File: src/design/assert_macros.svh
// Assertion macros shared by the RTL of the A-law encoder unit.
// Holds only macro definitions; expects a clock named clk and a reset named rst.
`ifndef ASSERT_MACROS_SVH
`define ASSERT_MACROS_SVH

// Same-cycle implication, checked at every rising edge outside reset.
`define ASSERT_SAME(label, ante, cons, msg) \
  label: assert property (@(posedge clk) disable iff (rst) (ante) |-> (cons)) \
    else $error(msg);

// Next-cycle implication, checked at every rising edge outside reset.
`define ASSERT_NEXT(label, ante, cons, msg) \
  label: assert property (@(posedge clk) disable iff (rst) (ante) |=> (cons)) \
    else $error(msg);

`endif

File: src/design/sdae_pkg.sv
// Shared types and constants of the stereo decimating A-law encoder.
// No dependencies; every design module imports this package.
package sdae_pkg;

  // Ping-pong buffer geometry.
  localparam int BLOCK_BYTES = 256;
  localparam int POS_W       = $clog2(2 * BLOCK_BYTES);

  // Sample and code widths.
  localparam int SAMPLE_W = 16;
  localparam int FACTOR_W = 4;
  localparam int CODE_W   = 8;

  // A-law constants.
  localparam logic [14:0]       ALAW_CLAMP = 15'd32635;
  localparam logic [CODE_W-1:0] ALAW_XOR   = 8'hD5;

  // Configuration port.
  localparam int ADDR_W = 3;
  localparam int DATA_W = 32;
  localparam logic [FACTOR_W-1:0] FACTOR_RESET = 4'd6;
  localparam logic                REG_DECIMATION = 1'b0;

  // Kept sample held in stage one, with its buffer tags.
  typedef struct packed {
    logic signed [SAMPLE_W-1:0] mono;
    logic                       last;
    logic                       half;
  } kept_t;

  // Status of the front stage, seen by the top level.
  typedef struct packed {
    logic                valid;
    logic                load;
    logic [FACTOR_W-1:0] phase;
    logic [POS_W-1:0]    fill_pos;
  } front_status_t;

endpackage

File: src/design/sdae_cfg_regs.sv
// APB-style register file holding the decimation factor.
// Depends on sdae_pkg for the address, data and factor widths.
module sdae_cfg_regs (
  input  logic                          clk,
  input  logic                          rst,
  input  logic                          psel,
  input  logic                          penable,
  input  logic                          pwrite,
  input  logic [sdae_pkg::ADDR_W-1:0]   paddr,
  input  logic [sdae_pkg::DATA_W-1:0]   pwdata,
  output logic [sdae_pkg::DATA_W-1:0]   prdata,
  output logic                          pready,
  output logic [sdae_pkg::FACTOR_W-1:0] decimation_factor
);
  import sdae_pkg::*;

  logic wr_en;
  logic hit_decim;

  // Word index is the address above the byte offset.
  assign hit_decim = (paddr[ADDR_W-1:2] == REG_DECIMATION);
  assign wr_en     = psel && penable && pwrite && pready;
  assign pready    = 1'b1;

  // Factor register; writes to other addresses are dropped.
  always_ff @(posedge clk) begin
    if (rst) begin
      decimation_factor <= FACTOR_RESET;
    end else if (wr_en && hit_decim) begin
      decimation_factor <= pwdata[FACTOR_W-1:0];
    end
  end

  // Read mux.
  always_comb begin
    prdata = '0;
    if (hit_decim) begin
      prdata = DATA_W'(decimation_factor);
    end
  end

endmodule

File: src/design/sdae_front.sv
// Input stage: decimation phase, stereo-to-mono average, buffer position tags.
// Depends on sdae_pkg for the kept_t and front_status_t types.
module sdae_front (
  input  logic                          clk,
  input  logic                          rst,
  input  logic                          sample_valid,
  output logic                          sample_stall,
  input  logic signed [sdae_pkg::SAMPLE_W-1:0] left_in,
  input  logic signed [sdae_pkg::SAMPLE_W-1:0] right_in,
  input  logic [sdae_pkg::FACTOR_W-1:0] decimation_factor,
  input  logic                          advance,
  output sdae_pkg::kept_t               kept,
  output sdae_pkg::front_status_t       status
);
  import sdae_pkg::*;

  logic                       accept;
  logic                       load;
  logic                       s1_valid;
  logic [FACTOR_W-1:0]        phase;
  logic [FACTOR_W-1:0]        phase_inc;
  logic [FACTOR_W-1:0]        phase_next;
  logic [POS_W-1:0]           fill_pos;
  logic [POS_W-1:0]           fill_pos_next;
  logic signed [SAMPLE_W:0]   sum;
  logic signed [SAMPLE_W:0]   sum_adj;
  kept_t                      kept_next;

  // Stage one takes a request when empty or when it drains this cycle.
  assign sample_stall = s1_valid && !advance;
  assign accept       = sample_valid && !sample_stall;
  assign load         = accept && (phase == '0);

  // Phase counter returns to zero once it reaches the factor.
  always_comb begin
    phase_inc  = phase + FACTOR_W'(1);
    phase_next = (phase_inc >= decimation_factor) ? '0 : phase_inc;
  end

  // Average with truncation toward zero: bias negative sums by one.
  always_comb begin
    sum     = {left_in[SAMPLE_W-1], left_in} + {right_in[SAMPLE_W-1], right_in};
    sum_adj = sum + (SAMPLE_W+1)'(sum[SAMPLE_W]);
  end

  // Buffer tags for the byte about to be stored.
  always_comb begin
    kept_next.mono = sum_adj[SAMPLE_W:1];
    kept_next.last = (fill_pos == POS_W'(BLOCK_BYTES - 1)) ||
                     (fill_pos == POS_W'(2 * BLOCK_BYTES - 1));
    kept_next.half = (fill_pos >= POS_W'(BLOCK_BYTES));
    fill_pos_next  = (fill_pos == POS_W'(2 * BLOCK_BYTES - 1)) ?
                     '0 : fill_pos + POS_W'(1);
  end

  // Control state.
  always_ff @(posedge clk) begin
    if (rst) begin
      phase    <= '0;
      fill_pos <= '0;
      s1_valid <= 1'b0;
    end else begin
      if (accept) begin
        phase <= phase_next;
      end
      if (load) begin
        fill_pos <= fill_pos_next;
        s1_valid <= 1'b1;
      end else if (advance) begin
        s1_valid <= 1'b0;
      end
    end
  end

  // Stage one payload.
  always_ff @(posedge clk) begin
    if (load) begin
      kept <= kept_next;
    end
  end

  assign status.valid    = s1_valid;
  assign status.load     = load;
  assign status.phase    = phase;
  assign status.fill_pos = fill_pos;

endmodule

File: src/design/sdae_encoder.sv
// G.711 A-law compressor for one signed 16-bit mono sample.
// Depends on sdae_pkg for the widths and the A-law constants.
module sdae_encoder (
  input  logic signed [sdae_pkg::SAMPLE_W-1:0] mono,
  output logic [sdae_pkg::CODE_W-1:0]          code
);
  import sdae_pkg::*;

  logic        sign;
  logic [15:0] mag_raw;
  logic [14:0] mag;
  logic [2:0]  seg;
  logic [3:0]  shamt;
  logic [14:0] shifted;
  logic [3:0]  mant;

  // Sign and magnitude; the most negative value saturates with the clamp.
  always_comb begin
    sign    = mono[SAMPLE_W-1];
    mag_raw = sign ? (16'd0 - 16'(mono)) : 16'(mono);
    mag     = (mag_raw > 16'(ALAW_CLAMP)) ? ALAW_CLAMP : mag_raw[14:0];
  end

  // Segment from the leading one of bits 14 down to 8.
  always_comb begin
    seg = 3'd0;
    for (int i = 1; i < 8; i++) begin
      if (mag[i + 7]) begin
        seg = 3'(i);
      end
    end
  end

  // Four mantissa bits below the leading one; bits 7 down to 4 in segment zero.
  always_comb begin
    shamt   = (seg == 3'd0) ? 4'd4 : (4'(seg) + 4'd3);
    shifted = mag >> shamt;
    mant    = shifted[3:0];
    code    = {sign, seg, mant} ^ ALAW_XOR;
  end

endmodule

File: src/design/sdae_out_stage.sv
// Result register for the encoded byte and its buffer tags.
// Depends on sdae_pkg for the kept_t type and the code width.
module sdae_out_stage (
  input  logic                        clk,
  input  logic                        rst,
  input  logic                        s1_valid,
  input  sdae_pkg::kept_t             kept,
  input  logic [sdae_pkg::CODE_W-1:0] code_in,
  output logic                        advance,
  output logic                        code_valid,
  input  logic                        code_stall,
  output logic [sdae_pkg::CODE_W-1:0] alaw_code,
  output logic                        block_last,
  output logic                        block_half
);
  import sdae_pkg::*;

  // Register moves whenever it is empty or its request is taken.
  assign advance = !code_valid || !code_stall;

  always_ff @(posedge clk) begin
    if (rst) begin
      code_valid <= 1'b0;
    end else if (advance) begin
      code_valid <= s1_valid;
    end
  end

  // Payload follows stage one whenever the register moves with a stage one request.
  always_ff @(posedge clk) begin
    if (advance && s1_valid) begin
      alaw_code  <= code_in;
      block_last <= kept.last;
      block_half <= kept.half;
    end
  end

endmodule

File: src/design/stereo_decimating_alaw_encoder_unit.sv
// Top level of the stereo decimating A-law encoder.
// Depends on sdae_pkg, assert_macros.svh and the sdae_* submodules.
//
//   channel   direction  handshake                   payload
//   sample    in         sample_valid/sample_stall   left_in, right_in
//   code      out        code_valid/code_stall       alaw_code, block_last, block_half
//   config    in         APB psel/penable/pready     paddr, pwdata, prdata
//
// One stereo pair may be accepted every cycle while sample_stall is low; a kept
// pair passes the stage one register, then the result register, to show as a byte.
// Synchronous reset empties both stages, clears the phase and fill counters and
// sets the factor to 6. A stall on the code side holds the result register, and
// stage one, if empty, still takes one more kept request before sample_stall rises.
module stereo_decimating_alaw_encoder_unit (
  input  logic                                 clk,
  input  logic                                 rst,
  input  logic                                 sample_valid,
  output logic                                 sample_stall,
  input  logic signed [sdae_pkg::SAMPLE_W-1:0] left_in,
  input  logic signed [sdae_pkg::SAMPLE_W-1:0] right_in,
  output logic                                 code_valid,
  input  logic                                 code_stall,
  output logic [sdae_pkg::CODE_W-1:0]          alaw_code,
  output logic                                 block_last,
  output logic                                 block_half,
  input  logic                                 psel,
  input  logic                                 penable,
  input  logic                                 pwrite,
  input  logic [sdae_pkg::ADDR_W-1:0]          paddr,
  input  logic [sdae_pkg::DATA_W-1:0]          pwdata,
  output logic [sdae_pkg::DATA_W-1:0]          prdata,
  output logic                                 pready
);
  import sdae_pkg::*;

  logic [FACTOR_W-1:0] decimation_factor;
  logic                advance;
  logic [CODE_W-1:0]   code_enc;
  kept_t               kept;
  front_status_t       status;

  // Configuration registers.
  sdae_cfg_regs u_cfg (
    .clk               (clk),
    .rst               (rst),
    .psel              (psel),
    .penable           (penable),
    .pwrite            (pwrite),
    .paddr             (paddr),
    .pwdata            (pwdata),
    .prdata            (prdata),
    .pready            (pready),
    .decimation_factor (decimation_factor)
  );

  // Decimation, averaging and buffer tagging.
  sdae_front u_front (
    .clk               (clk),
    .rst               (rst),
    .sample_valid      (sample_valid),
    .sample_stall      (sample_stall),
    .left_in           (left_in),
    .right_in          (right_in),
    .decimation_factor (decimation_factor),
    .advance           (advance),
    .kept              (kept),
    .status            (status)
  );

  // A-law compression between the two registers.
  sdae_encoder u_enc (
    .mono (kept.mono),
    .code (code_enc)
  );

  // Result register.
  sdae_out_stage u_out (
    .clk        (clk),
    .rst        (rst),
    .s1_valid   (status.valid),
    .kept       (kept),
    .code_in    (code_enc),
    .advance    (advance),
    .code_valid (code_valid),
    .code_stall (code_stall),
    .alaw_code  (alaw_code),
    .block_last (block_last),
    .block_half (block_half)
  );

`include "assert_macros.svh"

  // The input side only stalls while stage one holds a request.
  `ASSERT_SAME(a_stall_needs_s1, sample_stall, status.valid && code_valid,
    "sample_stall raised without a blocked request")

  // A phase at or beyond the factor folds back to zero on the next request.
  `ASSERT_NEXT(a_phase_fold,
    sample_valid && !sample_stall && (status.phase >= decimation_factor),
    status.phase == '0, "phase counter did not fold back")

  // Every kept request moves the fill position.
  `ASSERT_NEXT(a_fill_moves, status.load,
    status.fill_pos != $past(status.fill_pos), "fill position did not advance")

  // A stalled result keeps stage one from being lost.
  `ASSERT_NEXT(a_s1_kept, status.valid && code_valid && code_stall,
    status.valid, "stage one dropped a request under stall")

endmodule

File: config.mk
export PLATFORM = sky130hd
export DESIGN_NAME = stereo_decimating_alaw_encoder_unit
export DESIGN_NICKNAME = d
export VERILOG_FILES = /design/src/design/sdae_pkg.sv /design/src/design/sdae_cfg_regs.sv /design/src/design/sdae_front.sv /design/src/design/sdae_encoder.sv /design/src/design/sdae_out_stage.sv /design/src/design/stereo_decimating_alaw_encoder_unit.sv
export VERILOG_INCLUDE_DIRS = /design/src /design/src/design
export SDC_FILE = /design/constraint.sdc
export NUM_CORES = 1
export LEC_CHECK = 0
export BUFFER_PORTS_ARGS = -buffer_cell sky130_fd_sc_hd__clkbuf_2
export CORE_ASPECT_RATIO = 1.25
export CORE_MARGIN = 10
export CORE_UTILIZATION = 43
export CTS_CLUSTER_SIZE = 20
export DETAILED_ROUTE_END_ITERATION = 7
export GPL_TIMING_DRIVEN = 0
export PLACE_DENSITY = 0.71
export SYNTH_ARGS = -nofsm -noshare
export SYNTH_HDL_FRONTEND = slang
export SYNTH_SLANG_ARGS = --single-unit
File: constraint.sdc
create_clock -name clk -period 3.65 [get_ports clk]
set_input_delay 0.1825 -clock clk [delete_from_list [all_inputs] [get_ports clk]]
set_output_delay 0.1825 -clock clk [all_outputs]
set_load 0.01 [all_outputs]
==> Flow_metrics.wiki <==
{| class="wikitable"
! Metric !! Value
|-
| Outcome || complete, no violations
|-
| Post-route minimum period || 3.389 ns
|-
| Launch point of the worst reg-to-reg path || u_front.kept[2]
|-
| Worst R2R End || u_out.alaw_code[1]
|-
| Flop-to-flop setup slack || 0.26 ns
|-
| Number of buffers and inverters on the critical path || 3
|-
| Number of ports placed on the die boundary || 119
|-
| Highest cell delay on the worst timing path || 0.44 ns
|-
| Number of antenna violations at the first check in global routing || 0
|-
| Depth of the most critical reg-to-reg path || 11
|-
| Fmax || 295.0 MHz
|-
| Remaining max-slew budget at the tightest pin || 0.4614
|-
| Total negative slack for setup checks || 0 ns
|-
| Via count || 3416
|-
| Clock insertion delay at the later pin of the skew report || 0.29 ns
|-
| Fraction of final layout cells with drive strength greater than 1 || 0.2198
|-
| WL final || 8303 um
|-
| Sequential fraction of the synthesis area || 0.3030
|-
| Diode count || 0
|-
| Detail-routed net length per standard cell || 12.41 um
|-
| Stages on worst setup path || 11
|-
| Max Fanout on Critical Path || 10
|-
| Total DRC errors in the routed layout || 0
|-
| Layout overhead on the synthesized area || 18.10%
|-
| Die Span Y || 128.2 um
|-
| TritonCTS Sinks || 47
|-
| CP max stage cell || or4b_1
|-
| Site Rows || 39
|-
| Number of global-route vias before repair || 3336
|-
| GP Congestion || 0.8637
|-
| Cell leakage power || 2.042 nW
|-
| Quantity of I/O buffers inserted on ports || 59
|-
| Worst Path Arrival || 3.42 ns
|-
| Wire length of the first global-routing pass || 14100 um
|-
| Critical Path Source Type || flop
|-
| Leading area contributor after synthesis || edfxtp_1
|-
| Power Total || 0.001851 W
|-
| Leading post-synthesis cells by instance count || nor2_1, buf_4, xnor2_1, edfxtp_1, ha_1
|-
| Number of stages on the worst hold path || 3
|-
| Clock transition at path regs || 0.06 ns
|-
| Crit Path Category || flop to flop
|-
| Setup repair after global routing missed its margin || no
|-
| Clock tree from TritonCTS || built
|-
| Flip-flop and latch count after synthesis || 47
|-
| Library cell with the highest instance count after synthesis || nor2_1
|-
| Ratio of routed vias to standard cells || 5.106
|-
| Aggregate global-route resource usage || 0.1184
|-
| Gate count after technology mapping || 452
|-
| Starting DRT DRC Count || 114
|-
| Worst path required time || 3.69 ns
|-
| Number of synthesis warnings || 0
|-
| Syn Std Cell Area || 4030 um2
|-
| Core Footprint || 9125 um2
|-
| Critical-path cell list || inv_1 -> ha_1 -> or4b_1 -> buf_2 -> o41ai_2 -> xnor2_1 -> nor2_1 -> o311a_1 -> buf_6 -> mux2_4 -> a221o_1
|-
| Total congestion overflow || 0
|-
| Period utilization || 0.9286
|-
| Final Net Count || 648
|-
| Chip width || 106.6 um
|-
| Capture endpoint of the worst hold path || u_cfg.decimation_factor[3]
|-
| Setup skew after layout || 0.006599 ns
|-
| Number of max-cap violations || 0
|-
| Share of the synthesized area in the top cell type || 0.2086
|-
| Die footprint || 13670 um2
|-
| Hold Path Class || input port to flop
|-
| Endpoints failing setup || 0
|-
| Pin count of the biggest net entering global routing || 28
|-
| Cell family with most CP delay || compound AO/OA/AOI/OAI gates
|-
| Starting density of the core || 0.4417
|-
| Post-CTS Hold Buffers || 0
|-
| Top cells by area, synth || edfxtp_1, dfxtp_1, ha_1, xnor2_1, buf_4
|-
| Total of cells resized after clock tree synthesis || 0
|-
| Peak supply drop || 0.2270 mV
|-
| Synth cell types || 70
|-
| Buffer type at the clock tree root || clkbuf_16
|-
| Synth Area per Inst || 8.916 um2
|-
| Number of enable flip-flop cells after synthesis || 28
|-
| Depth of the CTS H-tree || 2
|-
| Buffers from clock root to sink, at most || 2
|-
| Pwr/cell area || 388.9 nW/um2
|-
| Measured slew at the worst slew-check pin || 0.8061 ns
|-
| HP Start || pwdata[3]
|-
| Post CTS Setup Buffer Count || 0
|-
| Pre-antenna DRT Iters || 4
|-
| Post-DP HPWL || 6880 um
|-
| Share of flip-flops with an asynchronous set or reset || 0
|-
| Max-slew violations || 0
|-
| Crit end category || flop
|-
| ANT nets after route || 0
|-
| Top flip-flop cell by instance count after synthesis || edfxtp_1
|-
| Hold Vio Cnt, Final || 0
|-
| Num CTS Buffers || 5
|}
[worst max-delay path by stage]
stage | start | to | slack, ns
after floorplan | u_front.kept[2] | u_out.alaw_code[1] | 0.54
after global placement | left_in[0] | u_front.kept[17] | 0.29
after detailed placement | left_in[0] | u_front.kept[17] | 0.23
after CTS | u_front.kept[2] | u_out.alaw_code[1] | 0.26
after global routing | u_front.kept[2] | u_out.alaw_code[1] | 0.08
final | u_front.kept[2] | u_out.alaw_code[1] | 0.26
[where the power goes]
part,total [W],switching (W),internal [W]
sequential,0.000678,0.0000443,0.000633
combinational,0.000644,0.000357,0.000287
clock,0.000529,0.000185,0.000344
total,0.00185,0.000587,0.00126
[routing by layer]
layer / track usage / part of all wire
met4: 0.03272 / 0.010
met1: 0.1198 / 0.40
met2: 0.2311 / 0.53
met3: 0.02918 / 0.055
met5: 0 / 0
[cell type report]
class	count	area, um2
fill	868	4365
multi-input combinational	372	2559
sequential	47	1221
timing repair buffer	59	295.3
buffer	41	281.5
tap	123	153.9
clock buffer	6	138.9
inverter	19	71.32
clock inverter	2	38.79
[stage by stage]
step | instances | setup WS (ns) | hold WS (ns) | util | instance area, um2
after global routing | 669 | 0.07534 | 0.1384 | 0.5216 | 4760
final | 669 | 0.2606 | 0.1237 | 0.5216 | 4760
after floorplan | 479 | 0.5444 | 0.3254 | - | 4131
after global placement | 661 | 0.2897 | 0.4041 | 0.5020 | 4581
after CTS | 669 | 0.2593 | 0.1259 | 0.5215 | 4758
after detailed placement | 661 | 0.2331 | 0.4151 | 0.5020 | 4581
[sequential cells by signal (all words and copies together), names as in the netlist]
name,flops
u_front.phase,4
u_out.alaw_code,8
u_front.s1_valid,1
u_cfg.decimation_factor,4
u_front.kept,18
u_front.fill_pos,9
u_out.block_half,1
u_out.block_last,1
u_out.code_valid,1
[worst reg2reg max path, delay by kind of cell, from the launching register on]
kind                       cells  cell delay (ns)
AOI/OAI and AO/OA              3             0.87
muxes                          1             0.29
buffers and inverters          3             0.45
xor gates and xnor gates       1             0.36
adders and majority gates      1             0.20
DFF                            1             0.41
and+or+nand+nor                2             0.55
[logic make-up (layout without fill, tap and decap cells)]
logic type               after synthesis  after routing  share of synthesized area
AO/OA/AOI/OAI                        108            108                     0.1965
buffers and inverters                 60            127                    0.08724
multiplexers                           6              6                    0.01925
adder cells (fa/ha/maj)               29             29                    0.09190
flip-flops                            47             47                     0.3030
XOR/XNOR                              43             43                    0.09345
other                                  2             29                   0.001863
AND/OR/NAND/NOR                      157            157                     0.2068
[cell usage in the layout (no fill, tap or decap), types with 4 or more instances in the layout]
cell and n:
nor4_1 4, a21oi_1 22, buf_4 29, nand3_1 12
a211oi_1 6, clkbuf_1 7, o21ai_0 20, nor3_1 16
mux2i_1 4, nand2b_1 4, xor2_1 14, a22oi_1 4
nor4b_1 5, ha_1 28, clkbuf_2 60, edfxtp_1 28
conb_1 29, dfxtp_1 19, nor2b_1 6, nor2_1 49
xnor2_1 29, a21o_1 6, clkbuf_16 5, and3_1 7
or3_1 7, nand2_1 21, a211o_1 6, or2_2 5
inv_1 19, a31oi_1 5, nand4_1 4
Power figures use the tool's default switching activity.
